**src/sv/szpd_pkg.sv**
```systemverilog
package szpd_pkg;

  localparam int unsigned LEN_W     = 7;
  localparam int unsigned THR_W     = 16;
  localparam int unsigned INFL_W    = 17;
  localparam int unsigned CFG_W     = 17;
  localparam int unsigned CFG_IDX_W = 2;
  localparam int unsigned SMP_W     = 16;
  localparam int unsigned VAL_W     = 24;
  localparam int unsigned SUM_W     = 31;
  localparam int unsigned SQ_W      = 54;
  localparam int unsigned MUL_W     = 32;
  localparam int unsigned PROD_W    = 64;
  localparam int unsigned VAR_W     = 64;
  localparam int unsigned CMP_W     = 96;
  localparam int unsigned BL_W      = 43;

  localparam logic [CFG_IDX_W-1:0] CFG_WINDOW_LENGTH = 2'd0;
  localparam logic [CFG_IDX_W-1:0] CFG_THRESHOLD     = 2'd1;
  localparam logic [CFG_IDX_W-1:0] CFG_INFLUENCE     = 2'd2;

  localparam logic [LEN_W-1:0]  LEN_RESET  = 7'd16;
  localparam logic [LEN_W-1:0]  LEN_MIN    = 7'd2;
  localparam logic [THR_W-1:0]  THR_RESET  = 16'd768;
  localparam logic [INFL_W-1:0] INFL_RESET = 17'd0;
  localparam logic [INFL_W-1:0] INFL_ONE   = 17'h10000;

  localparam logic signed [1:0] SIG_NONE = 2'sb00;
  localparam logic signed [1:0] SIG_POS  = 2'sb01;
  localparam logic signed [1:0] SIG_NEG  = 2'sb11;

  typedef struct packed {
    logic signed [SMP_W-1:0] sample;
    logic                    restart;
  } smp_item_t;

  typedef struct packed {
    logic signed [1:0] peak_signal;
    logic              ready_res;
  } res_item_t;

endpackage

```
**src/sv/szpd_mul.sv**
```systemverilog
module szpd_mul
  import szpd_pkg::*;
(
  input  logic              clk,
  input  logic [MUL_W-1:0]  a,
  input  logic [MUL_W-1:0]  b,
  output logic [PROD_W-1:0] p
);

  always_ff @(posedge clk) begin
    p <= PROD_W'(a) * PROD_W'(b);
  end

endmodule

```
**config.mk**
```make
export PLATFORM = sky130hd
export DESIGN_NAME = szpd_mul
export DESIGN_NICKNAME = d
export VERILOG_FILES = /design/src/sv/szpd_pkg.sv /design/src/sv/szpd_mul.sv
export SDC_FILE = /design/constraint.sdc
export NUM_CORES = 2
export LEC_CHECK = 0
export ABC_CLOCK_PERIOD_IN_PS = 23500
export BUFFER_PORTS_ARGS = -buffer_cell sky130_fd_sc_hd__buf_2
export CORE_ASPECT_RATIO = 0.5
export CORE_MARGIN = 2
export CORE_UTILIZATION = 65
export CTS_BUF_LIST = sky130_fd_sc_hd__clkbuf_2
export DETAILED_ROUTE_END_ITERATION = 16
export MAX_ROUTING_LAYER = met4
export PLACE_DENSITY = 0.83
export SLEW_MARGIN = 20
export SYNTH_ARGS = -nofsm -noshare
export SYNTH_HDL_FRONTEND = slang
export SYNTH_SLANG_ARGS = --single-unit
export TNS_END_PERCENT = 50
```
**constraint.sdc**
```tcl
create_clock -name clk -period 23.5 [get_ports clk]
set_input_delay 4.7 -clock clk [delete_from_list [all_inputs] [get_ports clk]]
set_output_delay 4.7 -clock clk [all_outputs]
set_load 0.005 [all_outputs]
```
==> impl_summary.log <==
[metrics] Relative slew margins: 0.376
[metrics] fraction of final layout cells sized beyond drive strength 1: 0.0444
[metrics] port buffer count: 128
[metrics] aggregate negative setup slack: 0 ns
[metrics] Post-route DRC: 0
[metrics] number of cell rows: 59
[metrics] met3 layer wire length in the routed design: 7.39 mm
[metrics] Critical Path Sink Type: register
[metrics] final HPWL from detailed placement: 70.5 mm
[metrics] sinks on the clock net: 64
[metrics] final weighted congestion in routability-driven placement: 0.956
[metrics] maximum clock frequency: 82.0 MHz
[metrics] GRT Util Overall: 0.346
[metrics] global-route wire length before repair: 144 mm
[metrics] pins over their slew limit: 0
[metrics] number of enable-type register cells in the synthesized netlist: 0
[metrics] die boundary height: 167 um
[metrics] antenna violations before repair: 3
[metrics] total routed wire length on the met1 layer: 31.2 mm
[metrics] maximum number of pins on one net before global-route repair: 33
[metrics] distinct cell type count of the synthesized netlist: 57
[metrics] Synth Instances: 3748
[metrics] register with the most flip-flops: p
[metrics] fill cell instance count of the final layout: 4030
[metrics] core area: 52300 um^2
[metrics] final hold violations: 0
[metrics] max capacitance violation total: 0
[metrics] Worst EP required: 24.12 ns
[metrics] Hold Path Class: in -> reg
[metrics] Clock Tree Root: sky130_fd_sc_hd__clkbuf_2
[metrics] H-tree Lvls: 3
[metrics] I/O pin count: 129
[metrics] wire per inst: 19.9 um
[metrics] buffer count from post-CTS setup fixing: 0
[metrics] number of hold buffers added after cts: 0
[metrics] largest registers: p x64
[metrics] Initial Util: 0.663
[metrics] wire length after detailed routing: 87.0 mm
[metrics] flip-flop count of the largest register after layout: 64
[metrics] total setup violations reported at the end of the flow: 0
[metrics] CTS tree: built
[metrics] cell depth of the worst min-delay path: 2
[metrics] remaining antenna violation count after routing: 0
[metrics] first-iteration detailed-routing DRC count: 1882
[metrics] cells resized by post-CTS repair: 0
[metrics] Net Count, Synth: 4972
[metrics] final clock period utilization by the worst path: 0.519
[metrics] CTS buffer count: 9
[metrics] Yosys warning total: 0
[metrics] FF+latch count, synth: 64
[metrics] Primary FF master, synth: sky130_fd_sc_hd__dfxtp_1
[metrics] RSZ-0062 raised after global routing: no
[metrics] crit path time final: 12.19 ns
[metrics] Max Buffers Root-to-Sink: 2
[metrics] async set-reset flop share out of synthesis: 0
[metrics] data arrival time of the critical path: 12.82 ns
[metrics] beginning of the worst hold path: a[0]
[metrics] CP startpoint: a[22]
[metrics] routed wire length on met2: 43.6 mm
[metrics] global route overflow: 0
[metrics] launching element type of the critical path: input pin
[metrics] sequential cell area fraction in the yosys report: 0.0369
[metrics] CTS clock-pin slew for the worst setup and hold paths: 0.29 ns
[metrics] post-synthesis area per instance: 9.25 um^2
[metrics] via-per-instance ratio: 5.77
[metrics] area grow syn2layout: 2.47%
[metrics] vias in the first global route: 28300
[metrics] outcome: finished, final reports clean
[metrics] Tightest Pin Transition: 0.931 ns
[metrics] vias: 25300
[metrics] drt pass-1 iters: 8
[metrics] Netlist Area Pre-Place: 34700 um^2
[metrics] nets@finish: 4893
[metrics] floorplan die width: 331 um
[metrics] worst setup path class: in -> reg
[metrics] uppermost routed layer: met4
[metrics] biggest fanout along the worst timing path: 32
[metrics] worst hold endpoint: p[0]
[metrics] die outline area: 55300 um^2
## area by class of cell
type	count	area, um^2	share of cell area
multi-input cells	2599	29300	0.825
clock buffers	9	45.0	0.00127
clock inverters	7	101	0.00285
repair buffers	130	656	0.0185
inverters	865	3250	0.0914
diodes	4	10.0	0.000282
flip-flops and latches	64	1280	0.0361
well taps	701	877	0.0247
## synth_stat cells (4+ instances only)
master                     number  share of area
sky130_fd_sc_hd__xor2_1        25         0.0063
sky130_fd_sc_hd__nand2_1      480          0.052
sky130_fd_sc_hd__nor3_1         7         0.0010
sky130_fd_sc_hd__o21a_1         9         0.0019
sky130_fd_sc_hd__and3_1        14         0.0025
sky130_fd_sc_hd__o21bai_1      10         0.0022
sky130_fd_sc_hd__a31oi_1       12         0.0022
sky130_fd_sc_hd__ha_1         263          0.095
sky130_fd_sc_hd__inv_1        865          0.094
sky130_fd_sc_hd__fa_1         896           0.52
sky130_fd_sc_hd__xnor2_1       35         0.0088
sky130_fd_sc_hd__buf_2          6        0.00087
sky130_fd_sc_hd__dfxtp_1       64          0.037
sky130_fd_sc_hd__o21ai_0       21         0.0030
sky130_fd_sc_hd__a21oi_1       63         0.0091
sky130_fd_sc_hd__o21ai_1        5        0.00072
sky130_fd_sc_hd__clkbuf_1     213          0.023
sky130_fd_sc_hd__and2_1       602           0.11
sky130_fd_sc_hd__nand4_1       23         0.0041
sky130_fd_sc_hd__nor2_1        20         0.0022
sky130_fd_sc_hd__a221o_1        4         0.0012
sky130_fd_sc_hd__nand3_1       10         0.0014
sky130_fd_sc_hd__a21o_1        40         0.0087
## worst max-delay path by stage
stage	end	slack (ns)
2_1_floorplan	p[62]	12.05
3_3_place_gp	p[62]	10.97
3_5_place_dp	p[62]	10.83
4_1_cts	p[62]	11.56
5_1_grt	p[62]	11.12
6_report	p[62]	11.31
## metrics by stage
step / hold slack [ns] / instances / setup WS, ns / instance area [um^2] / utilization
floorplan: 4.83 / 3748 / 12.05 / 34700 / -
detailed placement: 5.07 / 4359 / 10.83 / 35400 / 0.676
global placement: 5.08 / 4359 / 10.97 / 35400 / 0.676
CTS: 4.69 / 4375 / 11.56 / 35500 / 0.679
global route: 4.66 / 4378 / 11.12 / 35500 / 0.679
finish: 4.74 / 4379 / 11.31 / 35500 / 0.679
## metal layers
layer,global-route usage,up-vias
li1,-,10700
met1,0.414,13000
met2,0.568,1252
met3,0.0661,319
met4,0.161,0
met5,-,-
## worst max-delay path, cell delays in order
cell	delay, ns
sky130_fd_sc_hd__buf_2	0.60
sky130_fd_sc_hd__nand2_1	0.18
sky130_fd_sc_hd__fa_1	0.56
sky130_fd_sc_hd__inv_1	0.05
sky130_fd_sc_hd__fa_1	0.47
sky130_fd_sc_hd__inv_1	0.05
sky130_fd_sc_hd__fa_1	0.52
sky130_fd_sc_hd__inv_1	0.05
sky130_fd_sc_hd__fa_1	0.48
sky130_fd_sc_hd__fa_1	0.56
sky130_fd_sc_hd__fa_1	0.43
sky130_fd_sc_hd__fa_1	0.52
sky130_fd_sc_hd__inv_1	0.06
sky130_fd_sc_hd__fa_1	0.47
sky130_fd_sc_hd__inv_1	0.04
sky130_fd_sc_hd__ha_1	0.41
sky130_fd_sc_hd__nand4_1	0.25
sky130_fd_sc_hd__or4_1	0.48
sky130_fd_sc_hd__or3_1	0.37
sky130_fd_sc_hd__a31oi_1	0.77
sky130_fd_sc_hd__a31o_2	0.33
sky130_fd_sc_hd__a211oi_1	0.12
sky130_fd_sc_hd__o21ai_1	0.17
sky130_fd_sc_hd__xor2_1	0.14
## cells in the final DEF (no fill, tap or decap), types with 4 or more instances in the layout
master and instances:
sky130_fd_sc_hd__a31oi_1 12, sky130_fd_sc_hd__and2_1 602, sky130_fd_sc_hd__diode_2 4, sky130_fd_sc_hd__o21a_1 9, sky130_fd_sc_hd__and3_1 14, sky130_fd_sc_hd__o21bai_1 10
sky130_fd_sc_hd__xor2_1 25, sky130_fd_sc_hd__a21oi_1 63, sky130_fd_sc_hd__o21ai_0 21, sky130_fd_sc_hd__a21o_1 40, sky130_fd_sc_hd__a221o_1 4, sky130_fd_sc_hd__nand4_1 23
sky130_fd_sc_hd__o21ai_1 5, sky130_fd_sc_hd__nor3_1 7, sky130_fd_sc_hd__dfxtp_1 64, sky130_fd_sc_hd__nand3_1 10, sky130_fd_sc_hd__fa_1 896, sky130_fd_sc_hd__xnor2_1 35
sky130_fd_sc_hd__buf_2 128, sky130_fd_sc_hd__clkbuf_2 9, sky130_fd_sc_hd__nand2_1 480, sky130_fd_sc_hd__inv_1 865, sky130_fd_sc_hd__nor2_1 20, sky130_fd_sc_hd__ha_1 263
## cell families after synthesis
logic type               share of synthesized area
AO/OA/AOI/OAI                               0.0415
XOR/XNOR                                    0.0152
adder cells (fa/ha/maj)                      0.612
buffers and inverters                        0.118
flip-flops                                  0.0369
multiplexers                              0.000289
AND/OR/NAND/NOR                              0.176
Power is not shown: default switching activity piles up to over one toggle a cycle in this logic, so the estimate is an artifact.
